File: config.mk
export PLATFORM = sky130hd
export DESIGN_NAME = sha256_bit_stream_hasher
export DESIGN_NICKNAME = d
export VERILOG_FILES = /design/src/shabh_pkg.sv /design/src/shabh_front.sv /design/src/shabh_comp.sv /design/src/shabh_back.sv /design/src/sha256_bit_stream_hasher.sv
export SDC_FILE = /design/constraint.sdc
export NUM_CORES = 2
export LEC_CHECK = 0
export ABC_AREA = 1
export CAP_MARGIN = 40
export CORE_MARGIN = 2
export CORE_UTILIZATION = 55
export CTS_BUF_LIST = sky130_fd_sc_hd__clkbuf_4
export CTS_CLUSTER_DIAMETER = 60
export DETAILED_ROUTE_END_ITERATION = 16
export DONT_BUFFER_PORTS = 1
export PLACE_DENSITY = 0.79
export SYNTH_ARGS = -nofsm -noshare
export SYNTH_HDL_FRONTEND = slang
export SYNTH_HIERARCHICAL = 1
export SYNTH_SLANG_ARGS = --single-unit
File: constraint.sdc
create_clock -name clk -period 26.4 [get_ports clk]
set_clock_uncertainty 0.2 [all_clocks]
set_input_delay 1.32 -clock clk [delete_from_list [all_inputs] [get_ports clk]]
set_output_delay 1.32 -clock clk [all_outputs]
set_load 0.02 [all_outputs]
File: src/shabh_pkg.sv
// Shared types, constants and round functions of the bit-stream SHA-256 hasher.
package shabh_pkg;

	typedef enum logic [1:0] {
		ACT_ADD     = 2'd0,
		ACT_FINAL   = 2'd1,
		ACT_RESTART = 2'd2
	} act_t;

	typedef enum logic [1:0] {
		STAT_OK          = 2'd0,
		STAT_AFTER_FINAL = 2'd1,
		STAT_TOO_LONG    = 2'd2
	} status_t;

	typedef enum logic [2:0] {
		ST_IDLE,
		ST_START,
		ST_WAIT,
		ST_EMIT
	} state_t;

	typedef struct packed {
		logic [1:0] action;
		logic [7:0] data_byte;
		logic [3:0] valid_bits;
	} item_t;

	typedef struct packed {
		status_t     status;
		logic [31:0] digest_word;
		logic [2:0]  word_index;
		logic        last_of_run;
	} result_t;

	typedef struct packed {
		act_t       op;
		logic [7:0] data;
		logic [3:0] nbits;
	} cmd_t;

	typedef logic [7:0][31:0]  hash_t;
	typedef logic [15:0][31:0] block_t;

	localparam hash_t IV = {
		32'h5be0cd19, 32'h1f83d9ab, 32'h9b05688c, 32'h510e527f,
		32'ha54ff53a, 32'h3c6ef372, 32'hbb67ae85, 32'h6a09e667
	};

	localparam logic [31:0] K [64] = '{
		32'h428a2f98, 32'h71374491, 32'hb5c0fbcf, 32'he9b5dba5,
		32'h3956c25b, 32'h59f111f1, 32'h923f82a4, 32'hab1c5ed5,
		32'hd807aa98, 32'h12835b01, 32'h243185be, 32'h550c7dc3,
		32'h72be5d74, 32'h80deb1fe, 32'h9bdc06a7, 32'hc19bf174,
		32'he49b69c1, 32'hefbe4786, 32'h0fc19dc6, 32'h240ca1cc,
		32'h2de92c6f, 32'h4a7484aa, 32'h5cb0a9dc, 32'h76f988da,
		32'h983e5152, 32'ha831c66d, 32'hb00327c8, 32'hbf597fc7,
		32'hc6e00bf3, 32'hd5a79147, 32'h06ca6351, 32'h14292967,
		32'h27b70a85, 32'h2e1b2138, 32'h4d2c6dfc, 32'h53380d13,
		32'h650a7354, 32'h766a0abb, 32'h81c2c92e, 32'h92722c85,
		32'ha2bfe8a1, 32'ha81a664b, 32'hc24b8b70, 32'hc76c51a3,
		32'hd192e819, 32'hd6990624, 32'hf40e3585, 32'h106aa070,
		32'h19a4c116, 32'h1e376c08, 32'h2748774c, 32'h34b0bcb5,
		32'h391c0cb3, 32'h4ed8aa4a, 32'h5b9cca4f, 32'h682e6ff3,
		32'h748f82ee, 32'h78a5636f, 32'h84c87814, 32'h8cc70208,
		32'h90befffa, 32'ha4506ceb, 32'hbef9a3f7, 32'hc67178f2
	};

	function automatic logic [31:0] big_sig0(input logic [31:0] x);
		return {x[1:0], x[31:2]} ^ {x[12:0], x[31:13]} ^ {x[21:0], x[31:22]};
	endfunction

	function automatic logic [31:0] big_sig1(input logic [31:0] x);
		return {x[5:0], x[31:6]} ^ {x[10:0], x[31:11]} ^ {x[24:0], x[31:25]};
	endfunction

	function automatic logic [31:0] small_sig0(input logic [31:0] x);
		return {x[6:0], x[31:7]} ^ {x[17:0], x[31:18]} ^ (x >> 3);
	endfunction

	function automatic logic [31:0] small_sig1(input logic [31:0] x);
		return {x[16:0], x[31:17]} ^ {x[18:0], x[31:19]} ^ (x >> 10);
	endfunction

endpackage

File: src/shabh_front.sv
// Front end: accepts items, decodes and masks them, and queues commands for the back end.
module shabh_front
	import shabh_pkg::*;
(
	input  logic  clk,
	input  logic  arst_n,
	input  logic  push,
	output logic  full,
	input  item_t item,
	output logic  cmd_valid,
	input  logic  cmd_pop,
	output cmd_t  cmd
);

	cmd_t       queue_q [2];
	logic       wp_q;
	logic       rp_q;
	logic [1:0] cnt_q;
	cmd_t       dec;
	logic       store;
	logic [3:0] nsat;

	always_comb begin
		nsat = (item.valid_bits > 4'd8) ? 4'd8 : item.valid_bits;
		dec.op = act_t'(item.action);
		dec.nbits = nsat;
		dec.data = item.data_byte & ~(8'hFF >> nsat);
	end

	assign full = (cnt_q == 2'd2);
	assign store = push && !full && (dec.op == ACT_ADD || dec.op == ACT_FINAL
		|| dec.op == ACT_RESTART);
	assign cmd_valid = (cnt_q != 2'd0);
	assign cmd = queue_q[rp_q];

	always_ff @(posedge clk) begin
		if (store) begin
			queue_q[wp_q] <= dec;
		end
	end

	always_ff @(posedge clk or negedge arst_n) begin
		if (!arst_n) begin
			wp_q <= 1'b0;
			rp_q <= 1'b0;
			cnt_q <= 2'd0;
		end else begin
			if (store) begin
				wp_q <= ~wp_q;
			end
			if (cmd_pop) begin
				rp_q <= ~rp_q;
			end
			cnt_q <= cnt_q + {1'b0, store} - {1'b0, cmd_pop};
		end
	end

endmodule

File: src/shabh_comp.sv
// Compression unit: message schedule and one SHA-256 round per cycle.
module shabh_comp
	import shabh_pkg::*;
(
	input  logic   clk,
	input  logic   arst_n,
	input  logic   start,
	input  block_t blk,
	input  hash_t  cv,
	output logic   done,
	output hash_t  vout
);

	logic [31:0] w_q [16];
	hash_t       v_q;
	logic [5:0]  t_q;
	logic        busy_q;
	logic        done_q;
	logic [31:0] t1;
	logic [31:0] t2;
	logic [31:0] ch;
	logic [31:0] maj;
	logic [31:0] wnew;

	always_comb begin
		ch = (v_q[4] & v_q[5]) ^ (~v_q[4] & v_q[6]);
		maj = (v_q[0] & v_q[1]) ^ (v_q[0] & v_q[2]) ^ (v_q[1] & v_q[2]);
		t1 = v_q[7] + big_sig1(v_q[4]) + ch + K[t_q] + w_q[0];
		t2 = big_sig0(v_q[0]) + maj;
		wnew = small_sig1(w_q[14]) + w_q[9] + small_sig0(w_q[1]) + w_q[0];
	end

	always_ff @(posedge clk) begin
		if (start) begin
			for (int i = 0; i < 16; i++) begin
				w_q[i] <= blk[i];
			end
			v_q <= cv;
		end else if (busy_q) begin
			for (int i = 0; i < 15; i++) begin
				w_q[i] <= w_q[i + 1];
			end
			w_q[15] <= wnew;
			v_q[7] <= v_q[6];
			v_q[6] <= v_q[5];
			v_q[5] <= v_q[4];
			v_q[4] <= v_q[3] + t1;
			v_q[3] <= v_q[2];
			v_q[2] <= v_q[1];
			v_q[1] <= v_q[0];
			v_q[0] <= t1 + t2;
		end
	end

	always_ff @(posedge clk or negedge arst_n) begin
		if (!arst_n) begin
			t_q <= 6'd0;
			busy_q <= 1'b0;
			done_q <= 1'b0;
		end else begin
			done_q <= 1'b0;
			if (start) begin
				t_q <= 6'd0;
				busy_q <= 1'b1;
			end else if (busy_q) begin
				t_q <= t_q + 6'd1;
				if (t_q == 6'd63) begin
					busy_q <= 1'b0;
					done_q <= 1'b1;
				end
			end
		end
	end

	assign done = done_q;
	assign vout = v_q;

endmodule

File: src/shabh_back.sv
// Back end: bit packing, padding, block control, chaining value and result queue.
module shabh_back
	import shabh_pkg::*;
(
	input  logic    clk,
	input  logic    arst_n,
	input  logic    cmd_valid,
	output logic    cmd_pop,
	input  cmd_t    cmd,
	output logic    empty,
	input  logic    pop,
	output result_t result
);

	state_t      state_q;
	state_t      state_d;
	hash_t       cv_q;
	logic [31:0] buf_q [16];
	logic [63:0] count_q;
	logic [2:0]  off_q;
	logic [7:0]  cur_q;
	logic [5:0]  pos_q;
	logic        done_q;
	status_t     err_q;
	logic        fin_q;
	logic        second_q;
	logic [6:0]  valid_q;
	logic        len_q;
	logic [2:0]  idx_q;

	result_t     ofifo_q [8];
	logic [2:0]  owp_q;
	logic [2:0]  orp_q;
	logic [3:0]  ocnt_q;
	logic        ofull;
	logic        res_push;
	result_t     res_d;

	logic        comp_start;
	logic        comp_done;
	hash_t       comp_v;
	block_t      blk;

	logic [64:0] sum65;
	logic        ovf;
	status_t     add_status;
	logic        add_go;
	logic [3:0]  bsum;
	logic [7:0]  shifted;
	logic [7:0]  spill;
	logic        wrap;
	logic [6:0]  p1;
	logic        wr_en;
	logic [7:0]  wr_byte;
	logic [4:0]  lane_sh;

	shabh_comp u_comp (
		.clk    (clk),
		.arst_n (arst_n),
		.start  (comp_start),
		.blk    (blk),
		.cv     (cv_q),
		.done   (comp_done),
		.vout   (comp_v)
	);

	always_comb begin
		sum65 = {1'b0, count_q} + 65'(cmd.nbits);
		ovf = sum65[64];
		add_go = (err_q == STAT_OK) && !done_q && (cmd.nbits != 4'd0) && !ovf;
		if (err_q != STAT_OK) begin
			add_status = err_q;
		end else if (done_q) begin
			add_status = STAT_AFTER_FINAL;
		end else if (cmd.nbits == 4'd0) begin
			add_status = STAT_OK;
		end else if (ovf) begin
			add_status = STAT_TOO_LONG;
		end else begin
			add_status = STAT_OK;
		end
		bsum = {1'b0, off_q} + cmd.nbits;
		shifted = cmd.data >> off_q;
		spill = 8'({8'd0, cmd.data} << (4'd8 - {1'b0, off_q}));
		wrap = add_go && bsum[3] && (pos_q == 6'd63);
		p1 = {1'b0, pos_q} + 7'd1;
		lane_sh = {~pos_q[1:0], 3'b000};
	end

	always_comb begin
		for (int i = 0; i < 64; i++) begin
			if (7'(i) < valid_q) begin
				blk[i / 4][8 * (3 - i % 4) +: 8] = buf_q[i / 4][8 * (3 - i % 4) +: 8];
			end else begin
				blk[i / 4][8 * (3 - i % 4) +: 8] = 8'd0;
			end
		end
		if (len_q) begin
			blk[14] = count_q[63:32];
			blk[15] = count_q[31:0];
		end
	end

	always_comb begin
		state_d = state_q;
		cmd_pop = 1'b0;
		res_push = 1'b0;
		res_d.status = STAT_OK;
		res_d.digest_word = 32'd0;
		res_d.word_index = 3'd0;
		res_d.last_of_run = 1'b1;
		comp_start = 1'b0;
		wr_en = 1'b0;
		wr_byte = cur_q | shifted;
		case (state_q)
			ST_IDLE: begin
				if (cmd_valid && !ofull) begin
					cmd_pop = 1'b1;
					case (cmd.op)
						ACT_RESTART: begin
							res_push = 1'b1;
						end
						ACT_ADD: begin
							res_push = 1'b1;
							res_d.status = add_status;
							wr_en = add_go && bsum[3];
							if (wrap) begin
								state_d = ST_START;
							end
						end
						ACT_FINAL: begin
							if (err_q != STAT_OK) begin
								res_push = 1'b1;
								res_d.status = err_q;
							end else if (done_q) begin
								state_d = ST_EMIT;
							end else begin
								wr_en = 1'b1;
								wr_byte = cur_q | (8'h80 >> off_q);
								state_d = ST_START;
							end
						end
						default: begin
						end
					endcase
				end
			end
			ST_START: begin
				comp_start = 1'b1;
				state_d = ST_WAIT;
			end
			ST_WAIT: begin
				if (comp_done) begin
					if (second_q) begin
						state_d = ST_START;
					end else if (fin_q) begin
						state_d = ST_EMIT;
					end else begin
						state_d = ST_IDLE;
					end
				end
			end
			ST_EMIT: begin
				if (!ofull) begin
					res_push = 1'b1;
					res_d.digest_word = cv_q[idx_q];
					res_d.word_index = idx_q;
					res_d.last_of_run = (idx_q == 3'd7);
					if (idx_q == 3'd7) begin
						state_d = ST_IDLE;
					end
				end
			end
			default: begin
				state_d = ST_IDLE;
			end
		endcase
	end

	always_ff @(posedge clk) begin
		if (wr_en) begin
			buf_q[pos_q[5:2]][lane_sh +: 8] <= wr_byte;
		end
		if (res_push) begin
			ofifo_q[owp_q] <= res_d;
		end
	end

	always_ff @(posedge clk or negedge arst_n) begin
		if (!arst_n) begin
			state_q <= ST_IDLE;
			cv_q <= IV;
			count_q <= 64'd0;
			off_q <= 3'd0;
			cur_q <= 8'd0;
			pos_q <= 6'd0;
			done_q <= 1'b0;
			err_q <= STAT_OK;
			fin_q <= 1'b0;
			second_q <= 1'b0;
			valid_q <= 7'd0;
			len_q <= 1'b0;
			idx_q <= 3'd0;
		end else begin
			state_q <= state_d;
			if (state_q == ST_IDLE && cmd_pop) begin
				case (cmd.op)
					ACT_RESTART: begin
						cv_q <= IV;
						count_q <= 64'd0;
						off_q <= 3'd0;
						cur_q <= 8'd0;
						pos_q <= 6'd0;
						done_q <= 1'b0;
						err_q <= STAT_OK;
					end
					ACT_ADD: begin
						err_q <= add_status;
						if (add_go) begin
							count_q <= sum65[63:0];
							off_q <= bsum[2:0];
							if (bsum[3]) begin
								cur_q <= spill;
								pos_q <= pos_q + 6'd1;
							end else begin
								cur_q <= cur_q | shifted;
							end
						end
						if (wrap) begin
							valid_q <= 7'd64;
							len_q <= 1'b0;
							second_q <= 1'b0;
							fin_q <= 1'b0;
						end
					end
					ACT_FINAL: begin
						if (err_q == STAT_OK && !done_q) begin
							valid_q <= p1;
							fin_q <= 1'b1;
							if (p1 > 7'd56) begin
								len_q <= 1'b0;
								second_q <= 1'b1;
							end else begin
								len_q <= 1'b1;
								second_q <= 1'b0;
							end
						end
					end
					default: begin
					end
				endcase
			end
			if (state_q == ST_WAIT && comp_done) begin
				for (int i = 0; i < 8; i++) begin
					cv_q[i] <= cv_q[i] + comp_v[i];
				end
				if (second_q) begin
					second_q <= 1'b0;
					valid_q <= 7'd0;
					len_q <= 1'b1;
				end else if (fin_q) begin
					fin_q <= 1'b0;
					done_q <= 1'b1;
					off_q <= 3'd0;
					cur_q <= 8'd0;
					pos_q <= 6'd0;
				end
			end
			if (state_q == ST_EMIT && res_push) begin
				idx_q <= idx_q + 3'd1;
			end
		end
	end

	assign ofull = (ocnt_q == 4'd8);
	assign empty = (ocnt_q == 4'd0);
	assign result = ofifo_q[orp_q];

	always_ff @(posedge clk or negedge arst_n) begin
		if (!arst_n) begin
			owp_q <= 3'd0;
			orp_q <= 3'd0;
			ocnt_q <= 4'd0;
		end else begin
			if (res_push) begin
				owp_q <= owp_q + 3'd1;
			end
			if (pop && !empty) begin
				orp_q <= orp_q + 3'd1;
			end
			ocnt_q <= ocnt_q + {3'd0, res_push} - {3'd0, pop && !empty};
		end
	end

endmodule

File: src/sha256_bit_stream_hasher.sv
// Top level of the bit-stream SHA-256 hasher: front end, command queue and back end.
//
//   channel   direction   transfer when        payload
//   item      in          push && !full        item_t (action, data_byte, valid_bits)
//   result    out         pop && !empty        result_t (status, digest_word, word_index,
//                                                        last_of_run)
//
// An add that completes a 64-byte block starts the one-round-per-cycle
// compression unit; no command is taken until it is done. A first finalize runs
// one or two compressions, a repeated one none, and then the digest is emitted.
// Reset is asynchronous and loads the initial hash values. Either side may stall
// freely; a two-entry command queue and an eight-entry result queue decouple them.
module sha256_bit_stream_hasher
	import shabh_pkg::*;
(
	input  logic    clk,
	input  logic    arst_n,
	input  logic    push,
	output logic    full,
	input  item_t   item,
	output logic    empty,
	input  logic    pop,
	output result_t result
);

	logic cmd_valid;
	logic cmd_pop;
	cmd_t cmd;

	shabh_front u_front (
		.clk       (clk),
		.arst_n    (arst_n),
		.push      (push),
		.full      (full),
		.item      (item),
		.cmd_valid (cmd_valid),
		.cmd_pop   (cmd_pop),
		.cmd       (cmd)
	);

	shabh_back u_back (
		.clk       (clk),
		.arst_n    (arst_n),
		.cmd_valid (cmd_valid),
		.cmd_pop   (cmd_pop),
		.cmd       (cmd),
		.empty     (empty),
		.pop       (pop),
		.result    (result)
	);

endmodule

==> results_tabular.tex <==
\begin{tabular}{lr}
\hline
Metric & Value \\
\hline
\multicolumn{2}{l}{\textbf{Status}} \\
Result of the run & completed \\
\multicolumn{2}{l}{\textbf{Timing}} \\
Period minus WS final & around 8.6 ns \\
Unrepaired setup endpoints after global routing & false \\
Hold violation total from the final report & 0 \\
Rel. slew slack & approximately a third \\
Pin slew with the least headroom to its limit & 1.003 ns \\
Final number of max-transition violations & 0 \\
Final setup vio count & 0 \\
Max frequency & approximately 120 MHz \\
Sum of negative setup slack & 0 ns \\
Post-route worst hold slack & roughly 0.28 ns \\
Final period util & 32.48\% \\
Worst path setup slack after routing & 17.83 ns \\
\multicolumn{2}{l}{\textbf{Clock network}} \\
TritonCTS Sinks & roughly 2000 \\
Maximum buffer depth of the clock tree & 4 \\
Worst-Skew Late Latency & 1.47 ns \\
CTS HTree Levels & 6 \\
TritonCTS clock tree & built \\
Clock buffer count from CTS & roughly 560 \\
Post-cts repair resize count & 0 \\
Clock slew at reported path FFs & $\sim$0.07 ns \\
Root buffer cell & sky130\_fd\_sc\_hd\_\_clkbuf\_4 \\
\multicolumn{2}{l}{\textbf{Route}} \\
DRC Markers & 0 \\
Detailed Route Iter0 Violations & between 10000 and 15000 \\
Post-route antenna net violation count & 0 \\
Total iterations of the first detailed-routing run & 10 \\
Vias per cell & between 5 and 6 \\
Avg WL per Cell & roughly 25 um \\
Total number of vias & between 100k and 150k \\
Total wire length after detailed routing & approximately 430 mm \\
\multicolumn{2}{l}{\textbf{Floorplan}} \\
Core Area & about 0.22 mm2 \\
Die Footprint & 0.2225 mm2 \\
DIE WIDTH & 471.8 um \\
Row count & roughly 170 \\
Number of ports placed on the die boundary & between 50 and 60 \\
Effective utilization at floorplan & between 50\% and 60\% \\
Die height & 471.8 um \\
\multicolumn{2}{l}{\textbf{Job}} \\
Number of max-capacitance violations reported & 0 \\
\multicolumn{2}{l}{\textbf{Critical path}} \\
Critical Path Start Type & flop \\
WP data required & 27.29 ns \\
Critical Path Sink Type & flop \\
Type of the worst setup path & flop to flop \\
Worst path max stage delay & 0.70 ns \\
Cell with the biggest individual delay on the critical path & sky130\_fd\_sc\_hd\_\_dfrtp\_1 \\
Worst Path Arrival & about 9.5 ns \\
Most used cell, CP & sky130\_fd\_sc\_hd\_\_inv\_1 \\
Max Fanout on Critical Path & 13 \\
\multicolumn{2}{l}{\textbf{Global routing}} \\
Global-route wire length before repair & $\sim$620 mm \\
Number of global-route vias before repair & $\sim$100000 \\
GRT Resource Usage Total & between 30 and 40\% \\
Total congestion overflow & 0 \\
Pin count of the biggest net entering global routing & approximately 380 \\
Antenna violations before repair & 12 \\
\multicolumn{2}{l}{\textbf{Logic synthesis}} \\
Syn. warnings & 6 \\
Post-Syn Instances & about 14000 \\
Number of storage elements in the synthesis netlist & slightly below 2000 \\
Distinct cell type count after synthesis & slightly below 80 \\
Async S/R FF share, synth & around a fifth \\
Ys flop type & sky130\_fd\_sc\_hd\_\_edfxtp\_1 \\
Sequential share of the synthesized area & approximately half \\
Number of synthesized flops with an enable pin & roughly 1600 \\
Syn Nets & $\sim$15000 \\
Average cell area after synthesis & 8.665 um2 \\
Top cell types by occurrence after synthesis & sky130\_fd\_sc\_hd\_\_nand2\_1 (3206), sky130\_fd\_sc\_hd\_\_inv\_1 (1882), sky130\_fd\_sc\_hd\_\_nor2\_1 (1652) \\
Most used standard cell by instance count after synthesis & sky130\_fd\_sc\_hd\_\_nand2\_1 \\
Combined area of all synthesized cells & between 0.1 and 0.15 mm2 \\
Area share of the largest cell type after synthesis & about two fifths \\
Top cells by area in the synthesized netlist & sky130\_fd\_sc\_hd\_\_edfxtp\_1 (40\%), sky130\_fd\_sc\_hd\_\_nand2\_1 (10\%), sky130\_fd\_sc\_hd\_\_inv\_1 (5.9\%), sky130\_fd\_sc\_hd\_\_nor2\_1 (5.2\%), sky130\_fd\_sc\_hd\_\_dfrtp\_1 (5.0\%) \\
Cell taking the most area after synthesis & sky130\_fd\_sc\_hd\_\_edfxtp\_1 \\
\multicolumn{2}{l}{\textbf{Layout}} \\
Final net count & between 10000 and 15000 \\
Fill cell total of the finished layout & about 19000 \\
Footprint of the multi-input gates & 0.05325 mm2 \\
Share of post-route cells with drive strength above 1 & between 10\% and 20\% \\
Layout overhead on the synthesized area & 9.044\% \\
Area used by sequential logic in the layout & about 0.058 mm2 \\
Final Util & around 60\% \\
\multicolumn{2}{l}{\textbf{Place}} \\
Input/output buffers & 0 \\
Worst slack after detailed placement & roughly 18 ns \\
Weighted congestion reported at the end of routability-driven placement & roughly 1.1 \\
Sum of net half-perimeters after detailed placement & roughly 310 mm \\
\multicolumn{2}{l}{\textbf{Min path}} \\
Type of the most critical hold path & flop to flop \\
\hline
\end{tabular}
[logic make-up after synthesis]
group | count (synthesis) | synth area share, %
XOR/XNOR | 380 | 2.785
AND/OR/NAND/NOR | 5939 | 20.14
AO/OA/AOI/OAI | 2256 | 10.47
flip-flops | 1989 | 48.21
buffers and inverters | 2381 | 7.692
multiplexers | 319 | 2.985
adder cells (fa/ha/maj) | 623 | 7.711
[repair_timing]
| action | CTS | global route |
|---|---|---|
| buffers inserted | 0 | 0 |
| endpoints found under the hold margin | 408 | 40 |
| hold buffers | 20 | 1 |
[critical path: cells and delay by family (launching register included)]
| family | cells | cell delay [ns] |
|---|---|---|
| simple gates | 16 | 2.57 |
| buf+inv | 7 | 0.91 |
| flops | 1 | 0.70 |
| fa+ha+maj | 6 | 2.98 |
| xor+xnor | 1 | 0.30 |
| compound gates | 3 | 0.61 |
[state kept, by name, summed over array words and instances (netlist names), 3 cells and up]
| signal | flops |
|---|---|
| u_back/count_q | 64 |
| u_back/cv_q | 256 |
| u_back/pos_q | 6 |
| u_back/u_comp/w_q | 512 |
| u_front/queue_q | 28 |
| u_back/cur_q | 8 |
| u_back/orp_q | 3 |
| u_back/buf_q | 512 |
| u_back/u_comp/t_q | 6 |
| u_back/ofifo_q | 304 |
| u_back/ocnt_q | 4 |
| u_back/idx_q | 3 |
| u_back/u_comp/vout | 256 |
| u_back/valid_q | 7 |
| u_back/owp_q | 3 |
| u_back/off_q | 3 |
[worst paths after layout]
path                                             endpoint                      start  depth (start not counted)  slack (ns)
worst max-delay path               u_back/u_comp/vout[27]       u_back/u_comp/t_q[0]                         33       17.83
max in group asynchronous            u_back/u_comp/t_q[5]                     arst_n                          3       23.98
min in group asynchronous                 u_back/cv_q[20]                     arst_n                          2        0.49
worst min register to register  u_back/u_comp/w_q[0][372]  u_back/u_comp/w_q[0][404]                          2        0.28
worst max register to register     u_back/u_comp/vout[27]       u_back/u_comp/t_q[0]                         33       17.83
worst min-delay path            u_back/u_comp/w_q[0][372]  u_back/u_comp/w_q[0][404]                          2        0.28
[final cells by class]
type	instances	area share, %
Clock buffer	812	4.646
Multi-Input combinational cell	9517	40.58
Antenna cell	16	0.03051
Tap cell	2854	2.721
Timing Repair Buffer	199	1.485
Sequential cell	1989	44.22
Clock inverter	170	0.8076
Inverter	1919	5.513
[cell usage in the layout, fill, tap and decap left out, types with 18 or more instances in the layout]
master,n
sky130_fd_sc_hd__dfstp_2,136
sky130_fd_sc_hd__o22ai_1,125
sky130_fd_sc_hd__nand3b_1,27
sky130_fd_sc_hd__nand2_2,22
sky130_fd_sc_hd__dfrtp_1,236
sky130_fd_sc_hd__nand2_1,3204
sky130_fd_sc_hd__fa_1,198
sky130_fd_sc_hd__dlygate4sd3_1,20
sky130_fd_sc_hd__nor3_1,100
sky130_fd_sc_hd__nand3_1,647
sky130_fd_sc_hd__nand4_1,140
sky130_fd_sc_hd__xnor2_1,145
sky130_fd_sc_hd__clkbuf_4,812
sky130_fd_sc_hd__nor2_2,22
sky130_fd_sc_hd__o21bai_1,62
sky130_fd_sc_hd__edfxtp_1,1612
sky130_fd_sc_hd__a21boi_0,36
sky130_fd_sc_hd__a21oi_1,671
sky130_fd_sc_hd__or2_2,33
sky130_fd_sc_hd__mux2_2,319
sky130_fd_sc_hd__a21o_1,43
sky130_fd_sc_hd__nor2_1,1635
sky130_fd_sc_hd__ha_1,423
sky130_fd_sc_hd__clkinv_1,126
sky130_fd_sc_hd__o21a_1,28
sky130_fd_sc_hd__o211ai_1,31
sky130_fd_sc_hd__o21ai_0,971
sky130_fd_sc_hd__inv_1,1878
sky130_fd_sc_hd__xor2_1,232
sky130_fd_sc_hd__a31oi_1,73
sky130_fd_sc_hd__nor4_1,26
sky130_fd_sc_hd__o21ai_1,77
sky130_fd_sc_hd__buf_4,139
sky130_fd_sc_hd__clkinv_2,18
sky130_fd_sc_hd__inv_2,39
sky130_fd_sc_hd__o21ai_2,34
[per-layer routing]
layer / track usage (%) / wire length [um] / share of wire (%)
met1: 49.79 / 164300 / 38
met2: 57.76 / 189000 / 44
met3: 7.609 / 45630 / 11
met4: 23.02 / 30100 / 7.0
met5: 0 / 0 / 0
[metrics by stage]
step | cells | instance area, um2
finish | 17480 | 131200
global route | 17470 | 131200
floorplan | 13890 | 120300
global placement | 16400 | 123100
detailed placement | 16450 | 123700
CTS | 17460 | 131100
Power is not shown: default switching activity piles up to over one toggle a cycle in this logic, so the estimate is an artifact.
